## src/hdl/roiae_pkg.sv

```systemverilog
package roiae_pkg;

    localparam int COORD_BITS    = 11;
    localparam int PIXEL_BITS    = 8;
    localparam int EXPOSURE_BITS = 16;

    localparam int ROI_BITS   = COORD_BITS + 1;
    localparam int AREA_BITS  = 2 * ROI_BITS;
    localparam int SUM_BITS   = 30;
    localparam int COUNT_BITS = 23;
    localparam int TGT_BITS   = 8;
    localparam int WANT_BITS  = PIXEL_BITS + 2;
    localparam int PROD_BITS  = WANT_BITS - 1 + EXPOSURE_BITS;

    localparam int NUM_BITS = (SUM_BITS > PROD_BITS) ? SUM_BITS : PROD_BITS;
    localparam int DEN_A    = (COUNT_BITS > AREA_BITS) ? COUNT_BITS : AREA_BITS;
    localparam int DEN_BITS = (DEN_A > PIXEL_BITS) ? DEN_A : PIXEL_BITS;
    localparam int CNT_BITS = $clog2(NUM_BITS + 1);

    localparam int ADDR_BITS = 5;
    localparam int DATA_BITS = 32;

    localparam logic [TGT_BITS-1:0]      TARGET_RESET = TGT_BITS'(120);
    localparam logic [EXPOSURE_BITS-1:0] FLOOR_RESET  = '0;
    localparam logic [EXPOSURE_BITS-1:0] CEIL_RESET   = '1;
    localparam logic [1:0]               PHASE_LAST   = 2'd3;
    localparam logic [1:0]               PHASE_UPDATE = 2'd2;

    typedef enum logic [2:0] {
        REG_ENABLE,
        REG_LEFT,
        REG_TOP,
        REG_COLS,
        REG_ROWS,
        REG_TARGET,
        REG_FLOOR,
        REG_CEIL
    } reg_idx_t;

    typedef enum logic [1:0] {
        SRC_FRAME,
        SRC_REGION,
        SRC_EXPOSURE
    } div_src_t;

    typedef enum logic [2:0] {
        CAP_NONE,
        CAP_AREA,
        CAP_FA,
        CAP_RA,
        CAP_PROD,
        CAP_DONE
    } capture_t;

    typedef struct packed {
        logic     div_load;
        div_src_t div_src;
        logic     div_wait;
        capture_t capture;
        logic     last;
    } ucode_t;

    localparam int STEP_BITS = 4;

    localparam logic [STEP_BITS-1:0] STEP_IDLE     = 4'd0;
    localparam logic [STEP_BITS-1:0] STEP_AREA     = 4'd1;
    localparam logic [STEP_BITS-1:0] STEP_DIV_FA   = 4'd2;
    localparam logic [STEP_BITS-1:0] STEP_FA       = 4'd3;
    localparam logic [STEP_BITS-1:0] STEP_DIV_RA   = 4'd4;
    localparam logic [STEP_BITS-1:0] STEP_RA       = 4'd5;
    localparam logic [STEP_BITS-1:0] STEP_PROD     = 4'd6;
    localparam logic [STEP_BITS-1:0] STEP_LOAD_EXP = 4'd7;
    localparam logic [STEP_BITS-1:0] STEP_DIV_EXP  = 4'd8;
    localparam logic [STEP_BITS-1:0] STEP_DONE     = 4'd9;

    // control store
    function automatic ucode_t ucode_rom(input logic [STEP_BITS-1:0] step);
        ucode_t uc;
        uc = '{div_load: 1'b0, div_src: SRC_FRAME, div_wait: 1'b0,
               capture: CAP_NONE, last: 1'b0};
        case (step)
            STEP_IDLE: ;
            STEP_AREA:
            begin
                uc.capture  = CAP_AREA;
                uc.div_load = 1'b1;
                uc.div_src  = SRC_FRAME;
            end
            STEP_DIV_FA:   uc.div_wait = 1'b1;
            STEP_FA:
            begin
                uc.capture  = CAP_FA;
                uc.div_load = 1'b1;
                uc.div_src  = SRC_REGION;
            end
            STEP_DIV_RA:   uc.div_wait = 1'b1;
            STEP_RA:       uc.capture  = CAP_RA;
            STEP_PROD:     uc.capture  = CAP_PROD;
            STEP_LOAD_EXP:
            begin
                uc.div_load = 1'b1;
                uc.div_src  = SRC_EXPOSURE;
            end
            STEP_DIV_EXP:  uc.div_wait = 1'b1;
            STEP_DONE:
            begin
                uc.capture = CAP_DONE;
                uc.last    = 1'b1;
            end
            default:       uc.last = 1'b1;
        endcase
        return uc;
    endfunction

    function automatic logic [EXPOSURE_BITS-1:0] start_exposure(
        input logic [EXPOSURE_BITS-1:0] floor_v,
        input logic [EXPOSURE_BITS-1:0] ceil_v
    );
        logic [EXPOSURE_BITS-1:0] diff;
        diff = ceil_v - floor_v;
        if (floor_v > ceil_v)
            return '0;
        return diff >> 1;
    endfunction

endpackage

```

## src/hdl/roi_auto_exposure_update.sv

```systemverilog
// channel  | direction | handshake            | word
// ---------+-----------+----------------------+------------------------------------------
// in       | input     | in_valid / in_stall  | pixel, column, row, frame_end
// out      | output    | out_valid / out_stall| phase, new_exposure, frame_average,
//          |           |                      | roi_average, wanted_average, divide_fault
// apb      | input     | psel/penable/pready  | paddr, pwdata, prdata
//
// Pixels are taken one per cycle while in_stall is low; pattern-phase frame ends report
// in the next cycle. An update frame end runs the microcode: three 30-step restoring
// divisions plus six control steps, during which in_stall is high.
// in_stall is also high while a result waits in the output register under out_stall.
// Reset (rst_n low, async) clears sums, phase, registers to defaults; no clearing pass.
module roi_auto_exposure_update
    import roiae_pkg::*;
(
    input  logic                     clk,
    input  logic                     rst_n,

    input  logic                     in_valid,
    output logic                     in_stall,
    input  logic [PIXEL_BITS-1:0]    pixel,
    input  logic [COORD_BITS-1:0]    column,
    input  logic [COORD_BITS-1:0]    row,
    input  logic                     frame_end,

    output logic                     out_valid,
    input  logic                     out_stall,
    output logic [1:0]               phase,
    output logic [EXPOSURE_BITS-1:0] new_exposure,
    output logic [PIXEL_BITS-1:0]    frame_average,
    output logic [PIXEL_BITS-1:0]    roi_average,
    output logic signed [WANT_BITS-1:0] wanted_average,
    output logic                     divide_fault,

    input  logic                     psel,
    input  logic                     penable,
    input  logic                     pwrite,
    input  logic [ADDR_BITS-1:0]     paddr,
    input  logic [DATA_BITS-1:0]     pwdata,
    output logic [DATA_BITS-1:0]     prdata,
    output logic                     pready
);

    // configuration
    logic                     enable_reg;
    logic [COORD_BITS-1:0]    left_reg;
    logic [COORD_BITS-1:0]    top_reg;
    logic [ROI_BITS-1:0]      cols_reg;
    logic [ROI_BITS-1:0]      rows_reg;
    logic [TGT_BITS-1:0]      target_reg;
    logic [EXPOSURE_BITS-1:0] floor_reg;
    logic [EXPOSURE_BITS-1:0] ceil_reg;

    // frame state
    logic [SUM_BITS-1:0]      frame_sum_reg, frame_sum_next;
    logic [SUM_BITS-1:0]      region_sum_reg, region_sum_next;
    logic [COUNT_BITS-1:0]    count_reg, count_next;
    logic [EXPOSURE_BITS-1:0] exposure_reg;
    logic [1:0]               phase_reg;

    // sequencer
    logic [STEP_BITS-1:0]     step_reg, step_next;
    ucode_t                   uc;

    // divider and datapath
    logic [NUM_BITS-1:0]      num_reg;
    logic [DEN_BITS-1:0]      den_reg;
    logic [DEN_BITS-1:0]      rem_reg;
    logic [CNT_BITS-1:0]      cnt_reg;
    logic [DEN_BITS:0]        trial;
    logic                     trial_ge;
    logic [DEN_BITS:0]        trial_sub;
    logic [NUM_BITS-1:0]      src_num;
    logic [DEN_BITS-1:0]      src_den;

    logic [AREA_BITS-1:0]     area_reg;
    logic [PIXEL_BITS-1:0]    fa_reg;
    logic [PIXEL_BITS-1:0]    ra_calc;
    logic signed [WANT_BITS-1:0] want_reg, want_calc;
    logic [PROD_BITS-1:0]     prod_reg;

    logic                     fault;
    logic [EXPOSURE_BITS-1:0] ceil_eff;
    logic [NUM_BITS-1:0]      q_min;
    logic [EXPOSURE_BITS-1:0] q_final;

    // output register
    logic                     out_valid_reg;
    logic [1:0]               phase_out_reg;
    logic [EXPOSURE_BITS-1:0] exp_out_reg;
    logic [PIXEL_BITS-1:0]    fa_out_reg;
    logic [PIXEL_BITS-1:0]    ra_out_reg;
    logic signed [WANT_BITS-1:0] want_out_reg;
    logic                     fault_out_reg;

    logic                     in_accept;
    logic                     frame_done;
    logic                     pattern_end;
    logic                     update_start;
    logic                     clear_frame;
    logic                     in_region;
    logic [ROI_BITS:0]        col_lim;
    logic [ROI_BITS:0]        row_lim;
    logic                     cfg_write;
    reg_idx_t                 cfg_idx;
    logic [EXPOSURE_BITS-1:0] new_floor;
    logic [EXPOSURE_BITS-1:0] new_ceil;
    logic [SUM_BITS:0]        fsum_add;
    logic [SUM_BITS:0]        rsum_add;

    assign uc = ucode_rom(step_reg);

    assign in_stall  = (step_reg != STEP_IDLE) || (out_valid_reg && out_stall);
    assign in_accept = in_valid && !in_stall;

    assign frame_done   = in_accept && enable_reg && frame_end;
    assign pattern_end  = frame_done && (phase_reg < PHASE_UPDATE);
    assign update_start = frame_done && (phase_reg >= PHASE_UPDATE);
    assign clear_frame  = (in_accept && frame_end && !enable_reg) || pattern_end ||
                          (uc.capture == CAP_DONE);

    assign col_lim   = (ROI_BITS+1)'(left_reg) + (ROI_BITS+1)'(cols_reg);
    assign row_lim   = (ROI_BITS+1)'(top_reg) + (ROI_BITS+1)'(rows_reg);
    assign in_region = (column >= left_reg) && ((ROI_BITS+1)'(column) < col_lim) &&
                       (row >= top_reg) && ((ROI_BITS+1)'(row) < row_lim);

    assign fsum_add = (SUM_BITS+1)'(frame_sum_reg) + (SUM_BITS+1)'(pixel);
    assign rsum_add = (SUM_BITS+1)'(region_sum_reg) + (SUM_BITS+1)'(pixel);

    always_comb
    begin
        frame_sum_next  = frame_sum_reg;
        region_sum_next = region_sum_reg;
        count_next      = count_reg;
        if (clear_frame)
        begin
            frame_sum_next  = '0;
            region_sum_next = '0;
            count_next      = '0;
        end
        else if (in_accept && enable_reg)
        begin
            frame_sum_next = fsum_add[SUM_BITS] ? '1 : fsum_add[SUM_BITS-1:0];
            if (in_region)
                region_sum_next = rsum_add[SUM_BITS] ? '1 : rsum_add[SUM_BITS-1:0];
            if (count_reg != '1)
                count_next = count_reg + 1'b1;
        end
    end

    always_comb
    begin
        if (step_reg == STEP_IDLE)
            step_next = update_start ? STEP_AREA : STEP_IDLE;
        else if (uc.last)
            step_next = STEP_IDLE;
        else if (uc.div_wait && cnt_reg != '0)
            step_next = step_reg;
        else
            step_next = step_reg + 1'b1;
    end

    // divider operands
    always_comb
    begin
        case (uc.div_src)
            SRC_FRAME:
            begin
                src_num = NUM_BITS'(frame_sum_reg);
                src_den = DEN_BITS'(count_reg);
            end
            SRC_REGION:
            begin
                src_num = NUM_BITS'(region_sum_reg);
                src_den = DEN_BITS'(area_reg);
            end
            SRC_EXPOSURE:
            begin
                src_num = NUM_BITS'(prod_reg);
                src_den = DEN_BITS'(fa_reg);
            end
            default:
            begin
                src_num = '0;
                src_den = '0;
            end
        endcase
    end

    assign trial     = {rem_reg, num_reg[NUM_BITS-1]};
    assign trial_ge  = trial >= {1'b0, den_reg};
    assign trial_sub = trial - {1'b0, den_reg};

    // quotient sits in num_reg once the count runs out
    assign ra_calc   = (area_reg == '0) ? '0 :
                       (|num_reg[NUM_BITS-1:PIXEL_BITS]) ? '1 : num_reg[PIXEL_BITS-1:0];
    assign want_calc = $signed(WANT_BITS'(fa_reg)) + $signed(WANT_BITS'(target_reg)) -
                       $signed(WANT_BITS'(ra_calc));

    assign fault    = (count_reg == '0) || (area_reg == '0) || (fa_reg == '0);
    assign ceil_eff = (ceil_reg == '0) ? EXPOSURE_BITS'(1) : ceil_reg;
    assign q_min    = (num_reg == '0) ? NUM_BITS'(1) : num_reg;
    assign q_final  = (q_min > NUM_BITS'(ceil_eff)) ? ceil_eff : q_min[EXPOSURE_BITS-1:0];

    assign cfg_write = psel && penable && pwrite && pready;
    assign cfg_idx   = reg_idx_t'(paddr[4:2]);
    assign new_floor = (cfg_idx == REG_FLOOR) ? pwdata[EXPOSURE_BITS-1:0] : floor_reg;
    assign new_ceil  = (cfg_idx == REG_CEIL) ? pwdata[EXPOSURE_BITS-1:0] : ceil_reg;

    always_ff @(posedge clk or negedge rst_n)
    begin
        if (!rst_n)
        begin
            enable_reg     <= 1'b0;
            left_reg       <= '0;
            top_reg        <= '0;
            cols_reg       <= '0;
            rows_reg       <= '0;
            target_reg     <= TARGET_RESET;
            floor_reg      <= FLOOR_RESET;
            ceil_reg       <= CEIL_RESET;
            frame_sum_reg  <= '0;
            region_sum_reg <= '0;
            count_reg      <= '0;
            exposure_reg   <= start_exposure(FLOOR_RESET, CEIL_RESET);
            phase_reg      <= '0;
            step_reg       <= STEP_IDLE;
            cnt_reg        <= '0;
            out_valid_reg  <= 1'b0;
        end
        else
        begin
            frame_sum_reg  <= frame_sum_next;
            region_sum_reg <= region_sum_next;
            count_reg      <= count_next;
            step_reg       <= step_next;

            if (frame_done && phase_reg != PHASE_LAST)
                phase_reg <= phase_reg + 1'b1;

            if (uc.div_load)
                cnt_reg <= CNT_BITS'(NUM_BITS);
            else if (cnt_reg != '0)
                cnt_reg <= cnt_reg - 1'b1;

            if (uc.capture == CAP_DONE && !fault)
                exposure_reg <= q_final;

            if (cfg_write)
            begin
                case (cfg_idx)
                    REG_ENABLE: enable_reg <= pwdata[0];
                    REG_LEFT:   left_reg   <= pwdata[COORD_BITS-1:0];
                    REG_TOP:    top_reg    <= pwdata[COORD_BITS-1:0];
                    REG_COLS:   cols_reg   <= pwdata[ROI_BITS-1:0];
                    REG_ROWS:   rows_reg   <= pwdata[ROI_BITS-1:0];
                    REG_TARGET: target_reg <= pwdata[TGT_BITS-1:0];
                    REG_FLOOR:  floor_reg  <= new_floor;
                    REG_CEIL:   ceil_reg   <= new_ceil;
                    default: ;
                endcase
                if ((cfg_idx == REG_FLOOR || cfg_idx == REG_CEIL) &&
                    phase_reg < PHASE_UPDATE)
                    exposure_reg <= start_exposure(new_floor, new_ceil);
            end

            if (pattern_end || uc.capture == CAP_DONE)
                out_valid_reg <= 1'b1;
            else if (out_valid_reg && !out_stall)
                out_valid_reg <= 1'b0;
        end
    end

    always_ff @(posedge clk)
    begin
        if (uc.div_load)
        begin
            num_reg <= src_num;
            den_reg <= src_den;
            rem_reg <= '0;
        end
        else if (cnt_reg != '0)
        begin
            rem_reg <= trial_ge ? trial_sub[DEN_BITS-1:0] : trial[DEN_BITS-1:0];
            num_reg <= {num_reg[NUM_BITS-2:0], trial_ge};
        end

        case (uc.capture)
            CAP_AREA: area_reg <= AREA_BITS'(cols_reg) * AREA_BITS'(rows_reg);
            CAP_FA:   fa_reg   <= (count_reg == '0) ? '0 : num_reg[PIXEL_BITS-1:0];
            CAP_RA:
            begin
                want_reg   <= want_calc;
                ra_out_reg <= ra_calc;
            end
            CAP_PROD:
            begin
                if (want_reg > 0)
                    prod_reg <= PROD_BITS'(want_reg[WANT_BITS-2:0]) *
                                PROD_BITS'(exposure_reg);
                else
                    prod_reg <= '0;
            end
            default: ;
        endcase

        if (pattern_end)
        begin
            phase_out_reg <= phase_reg;
            exp_out_reg   <= exposure_reg;
            fa_out_reg    <= '0;
            ra_out_reg    <= '0;
            want_out_reg  <= '0;
            fault_out_reg <= 1'b0;
        end
        else if (uc.capture == CAP_DONE)
        begin
            phase_out_reg <= PHASE_UPDATE;
            exp_out_reg   <= fault ? exposure_reg : q_final;
            fa_out_reg    <= fa_reg;
            want_out_reg  <= want_reg;
            fault_out_reg <= fault;
        end
    end

    always_comb
    begin
        case (cfg_idx)
            REG_ENABLE: prdata = DATA_BITS'(enable_reg);
            REG_LEFT:   prdata = DATA_BITS'(left_reg);
            REG_TOP:    prdata = DATA_BITS'(top_reg);
            REG_COLS:   prdata = DATA_BITS'(cols_reg);
            REG_ROWS:   prdata = DATA_BITS'(rows_reg);
            REG_TARGET: prdata = DATA_BITS'(target_reg);
            REG_FLOOR:  prdata = DATA_BITS'(floor_reg);
            REG_CEIL:   prdata = DATA_BITS'(ceil_reg);
            default:    prdata = '0;
        endcase
    end

    assign pready         = 1'b1;
    assign out_valid      = out_valid_reg;
    assign phase          = phase_out_reg;
    assign new_exposure   = exp_out_reg;
    assign frame_average  = fa_out_reg;
    assign roi_average    = ra_out_reg;
    assign wanted_average = want_out_reg;
    assign divide_fault   = fault_out_reg;

endmodule

```

## config.mk

```make
export PLATFORM = sky130hd
export DESIGN_NAME = roi_auto_exposure_update
export DESIGN_NICKNAME = d
export VERILOG_FILES = /design/src/hdl/roiae_pkg.sv /design/src/hdl/roi_auto_exposure_update.sv
export SDC_FILE = /design/constraint.sdc
export NUM_CORES = 2
export LEC_CHECK = 0
export BUFFER_PORTS_ARGS = -buffer_cell sky130_fd_sc_hd__buf_2
export CORE_AREA = 8 8 341 343
export CTS_CLUSTER_SIZE = 30
export DETAILED_ROUTE_END_ITERATION = 8
export DIE_AREA = 0 0 349 351
export PLACE_DENSITY = 0.43
export SETUP_SLACK_MARGIN = 0.02
export SYNTH_ARGS = -nofsm -noshare
export SYNTH_HDL_FRONTEND = slang
export SYNTH_SLANG_ARGS = --single-unit
```

## constraint.sdc

```tcl
create_clock -name clk -period 8.15 [get_ports clk]
set_clock_uncertainty 0.05 [all_clocks]
set_input_delay 0.4075 -clock clk [delete_from_list [all_inputs] [get_ports clk]]
set_output_delay 0.4075 -clock clk [all_outputs]
set_load 0.1 [all_outputs]
```

# Word level (Yosys, flattened, before mapping)

Index checks and enable logic that the tools add are counted.

Reduce and logical (&&, ||, !) cells: 58
Multipliers: 2
Bitwise logic cells: 0
Shifts and indexed selects: 0
Order comparisons: 10
Multiplexer cells: 47
Div/mod/pow operators: 0
Equality and inequality tests: 26
Add/sub/neg operators: 12

Operators with widths:

| kind                  | count |
|---|---|
| $mux 30               | 10 |
| $pmux 32 s8           | 1 |
| $mux 16               | 12 |
| $pmux 30 s3           | 1 |
| $pmux 24 s3           | 1 |
| $mux 23               | 3 |
| $add 30x8->31         | 2 |
| $gt 30x16->1          | 1 |
| $logic_not 30->1      | 1 |
| $add 11x12->13        | 2 |
| $lt 11x13->1          | 2 |
| $ge 25x24->1          | 1 |
| $mul 9x16->25         | 1 |
| $logic_not 24->1      | 1 |
| $mul 12x12->24        | 1 |
| $mux 24               | 1 |
| $sub 24x24->24        | 1 |
| $add 23x1->23 const B | 1 |
| $logic_not 23->1      | 1 |
| $ne 23x23->1 const B  | 1 |
| $ge 11x11->1          | 2 |
| $reduce_or 22->1      | 1 |
| $reduce_and 2->1      | 10 |
| $eq 3x3->1 const B    | 6 |
| other kinds (40)      | 91 |

Input port bits: 75
Memory bits (read-only): 0
Output and inout bits: 80
RAM bits: 0
Bits in latches: 0
Bits in registers: 388
Word-level logic and storage cells: 184
Memories kept: 0

# Longest topological paths before layout

Depth in word-level cells: 11
Mapped depth: 22

# Worst setup path after synthesis

Ideal clock, no wire load.

Kind: register to register
From: register cols_reg[1]
To: register area_reg[23], data pin
Cell stages (with the launch flop): 20
Library setup time: 268 ps
Arrival: 5249 ps
Period minus slack after synthesis: 5566 ps
Setup slack: 2584 ps
Path through: dfrtp_1 > clkbuf_1 > nand2_1 > fa_1 > fa_1 > inv_1 > fa_1 > fa_1 > inv_1 > fa_1 > inv_1 > ha_1 > and3_1 > a31oi_1 > o2111ai_1 > a31oi_1 > nor2b_1 > o21a_1 > o41ai_1 > xnor2_1

Word-level cells in the longest chain between the ends: 1

Ends and longest elaborated chain:

| what                   | line                            | RTL |
|---|---|---|
| from (decl)            | roi_auto_exposure_update.sv:48  | `logic [ROI_BITS-1:0] cols_reg;` |
| from (signal assigned) | roi_auto_exposure_update.sv:255 | `REG_COLS: cols_reg <= pwdata[ROI_BITS-1:0];` |
| $mul 12x12->24         | roi_auto_exposure_update.sv:289 | `CAP_AREA: area_reg <= AREA_BITS'(cols_reg) * AREA_BITS'(rows_reg);` |
| to (signal assigned)   | roi_auto_exposure_update.sv:289 |  |
| to (decl)              | roi_auto_exposure_update.sv:76  | `logic [AREA_BITS-1:0] area_reg;` |

Every way passes these cells.
A chain may end at the register's enable or synchronous reset.

# Worst setup path in the final report

From: register cols_reg[2]
To: register area_reg[23], data pin

Same word-level chain as after synthesis.

==> summary.txt <==
Yosys
  – Post-synth EDFFs: 139
  – Post-synth ARST share: 51.0%
  – Main synth FF type: dfrtp_1
  – Sequential share of the synthesized area: 30.9%
  – Mean area per synthesized cell: 9.13 um2
  – Mapped Area: 33,000 um2
  – Synth warn: 0
  – Synth unique cells: 104
  – Synth Register Bits: 388
  – Syn Inst Count: 3,610

Clocking
  – # H-tree levels: 2
  – Clock root buffer: clkbuf_16
  – CTS Buf Count: 50
  – Worst-Skew Late Latency: 600 ps
  – CTS tree: built
  – CTS sink cnt: 388
  – Clock-pin transition on the worst setup and hold timing paths: 60 ps
  – CTS max path bufs: 3
  – Post-CTS setup buffers: 0

Power and ir drop
  – Int Pwr: 7.37 mW
  – Combinational Power Share: 58.7%
  – Worst VDD drop: 266 uV
  – Power per cell area: 376 nW/um2
  – Switching Fraction: 46.9%
  – P_leak: 16.6 nW
  – Sequential power share: 24.0%
  – Clock share of power: 17.2%
  – Psw: 6.50 mW

Finish
  – # nets final: 4,203
  – Area Growth Syn to Fin: 11.9%
  – N_diodes: 0
  – Layout cell share with drive strength beyond 1: 11.0%
  – Final core utilization: 33.2%

Timing
  – Slew @ Worst Pin: 1110 ps
  – Setup TNS: 0 ps
  – Final setup vio count: 0
  – Final hold viol count: 0
  – Final worst slack: 1880 ps
  – WHS: 49.2 ps
  – Fin crit share: 76.9%
  – Fin crit period: 6270 ps
  – Slew HR: 25.6%
  – Fmax: 159 MHz
  – Max-slew violations: 0
  – RSZ-0062 raised after global routing: no

Die
  – Starting Density: 29.6%
  – Die area: 122,000 um2
  – Die X: 349 um
  – Row count: 123
  – Core ar.: 111,000 um2
  – Die Ht: 351 um
  – Ports: 155

Setup path
  – Worst r2r src: cols_reg[2]
  – Worst R2R End: area_reg[23]
  – Startpoint Class: register
  – Worst reg2reg setup slack: 1880 ps
  – WS Path Type: reg -> reg
  – Critical path arrival: 6560 ps
  – CP required: 8440 ps
  – R2r worst-path depth: 18
  – CP Capture Type: register
  – Max FO, Critical Path: 15

GRT
  – Largest net degree at the start of global routing: 111
  – First-pass GRT wire length: 163 mm
  – Remaining Overflow, GRT: 0
  – GRT Resource Usage Total: 17.1%
  – Vias in the first global route: 25,800
  – Initial antenna violation count: 3

Hold path
  – HP Class: in -> reg
  – Min-Delay Endpoint: ceil_reg[11]
  – Hold_sp: pwdata[11]
  – Hold Crit Depth: 3

Drt
  – DRC errors left: 0
  – Vias: 25,700
  – DR pass1 iterations: 5
  – Initial DRC count: 1,707
  – Vias per cell: 4.94
  – Drt total wl: 106 mm
  – Drt wl/cell: 20.5 um
  – Antenna Nets Post-Route: 0

Status
  – Status: finished clean

Place
  – Port Buf Inserts: 119
  – Place WS: 1840 ps
  – Placer Congestion: 0.825
  – HPWL after DPL: 82.4 mm

Run
  – Max_cap viols: 0
[per-stage QoR]
step           cell area [um2]  total power, mW  instances
6_report                 36900             13.9       5196
5_1_grt                  36900             15.2       5196
4_1_cts                  36900             14.1       5196
3_5_place_dp             35100             11.6       5097
3_3_place_gp             35100             11.6       5097
2_1_floorplan            33000             9.50       3625
[worst max-delay path: stages (launching register included)]
cell and delay, ps:
dfrtp_1 780, and2_1 250, fa_1 460, fa_1 540, fa_1 540, fa_1 560
inv_1 60, fa_1 550, inv_1 50, ha_1 380, a21oi_1 160, nand2_1 60
a31oi_1 300, o2111ai_1 200, a31oi_1 310, nor2b_1 90, o21a_1 200, o41ai_1 340
xnor2_1 130
[worst max-delay path by stage]
stage | start | endpoint | depth (start not counted)
floorplan | cols_reg[1] | area_reg[23] | 19
global route | cols_reg[2] | area_reg[23] | 18
CTS | cols_reg[2] | area_reg[23] | 18
global placement | cols_reg[2] | area_reg[23] | 18
detailed placement | cols_reg[2] | area_reg[23] | 18
finish | cols_reg[2] | area_reg[23] | 18
[cell type report]
cell class,count,area [um2]
inverter,443,1660
clock buffer,79,1620
sequential,388,10200
multi-input combinational,2597,20300
tap,1500,1880
fill,11600,74400
timing repair buffer,174,1040
clock inverter,15,173
[power groups by stage]
| stage | sequential, mW | combinational [mW] | clock (mW) |
|---|---|---|---|
| 2_1_floorplan | 3.49 | 6.02 | 0 |
| 3_3_place_gp | 3.37 | 8.22 | 0 |
| 3_5_place_dp | 3.37 | 8.22 | 0 |
| 4_1_cts | 3.34 | 8.28 | 2.47 |
| 5_1_grt | 3.40 | 9.30 | 2.53 |
| 6_report | 3.33 | 8.15 | 2.39 |
[cell usage after synthesis, types with 8 or more instances]
library cell    n  area share [%]
o21ai_1        11            0.17
edfxtp_1      139              13
xor2_1         44             1.2
o22ai_1        24            0.46
and2_1        147             2.8
a211o_1        10            0.27
inv_1         441             5.0
o21bai_1       13            0.30
dfrtp_1       163              12
nor3_1         62            0.94
a221oi_1       13            0.35
nand2_1       416             4.7
nand4_1        26            0.49
mux2i_1        61             1.9
o21a_1         31            0.71
clkbuf_1      143             1.6
xnor2_1        69             1.8
dfxtp_1        51             3.1
a22o_1         31            0.82
o211ai_1       12            0.27
a211oi_1       39            0.89
o31ai_1         8            0.18
dfstp_2        35             2.8
nor2b_1        27            0.51
nand2b_1       20            0.38
buf_1           8           0.091
o31a_1          9            0.24
and3_1         23            0.44
fa_1          213              13
buf_2          15            0.23
o2111ai_1       8            0.21
ha_1          261             9.9
a31oi_1        29            0.55
or3_1          19            0.36
mux2_2         67             2.3
a22oi_1        24            0.55
o21ai_0       218             3.3
nand3_1        51            0.77
a21o_1         51             1.2
nor2_1        219             2.5
buf_4          22            0.50
a21oi_1       167             2.5
o2bb2ai_1      10            0.27
nor4_1         26            0.49
[cells by family (layout without fill, tap and decap cells)]
kind of cell	after synthesis	in the layout	synth area share, %
flops	388	388	30.9
other cells	2	17	0.0228
buf+inv	640	711	7.70
mux	135	135	4.52
fa+ha+maj	474	474	22.8
compound gates	778	778	15.4
simple gates	1080	1080	15.6
xor+xnor	113	113	3.00
[routing by layer]
| metal | vias up | share of wire [%] | GRT usage (%) |
|---|---|---|---|
| met1 | 12700 | 48 | 24.2 |
| met2 | 522 | 44 | 27.3 |
| met5 | - | 0.013 | 0 |
| met3 | 132 | 4.5 | 2.29 |
| li1 | 12400 | - | - |
| met4 | 2 | 2.8 | 4.62 |
[timing repair]
action	4_1_cts	5_1_grt
hold buffers	5	0
endpoints found under the hold margin	92	0
gates resized for setup	0	0
[cell usage in the layout (no fill, tap or decap), drive strengths merged, types with 26 or more instances in the layout]
cell	count
a21o	51
a22o	31
mux2i	61
ha	261
nand2	416
inv	445
edfxtp	139
nor2b	28
a21oi	169
dfxtp	51
xnor2	69
nor2	224
and2	147
dfstp	35
nand4	26
nor3	62
xor2	44
mux2	70
a31oi	29
fa	213
nor4	27
o21a	31
o21ai	230
dfrtp	163
buf	169
clkbuf	79
nand3	52
a211oi	41
Power figures use the tool's default switching activity.
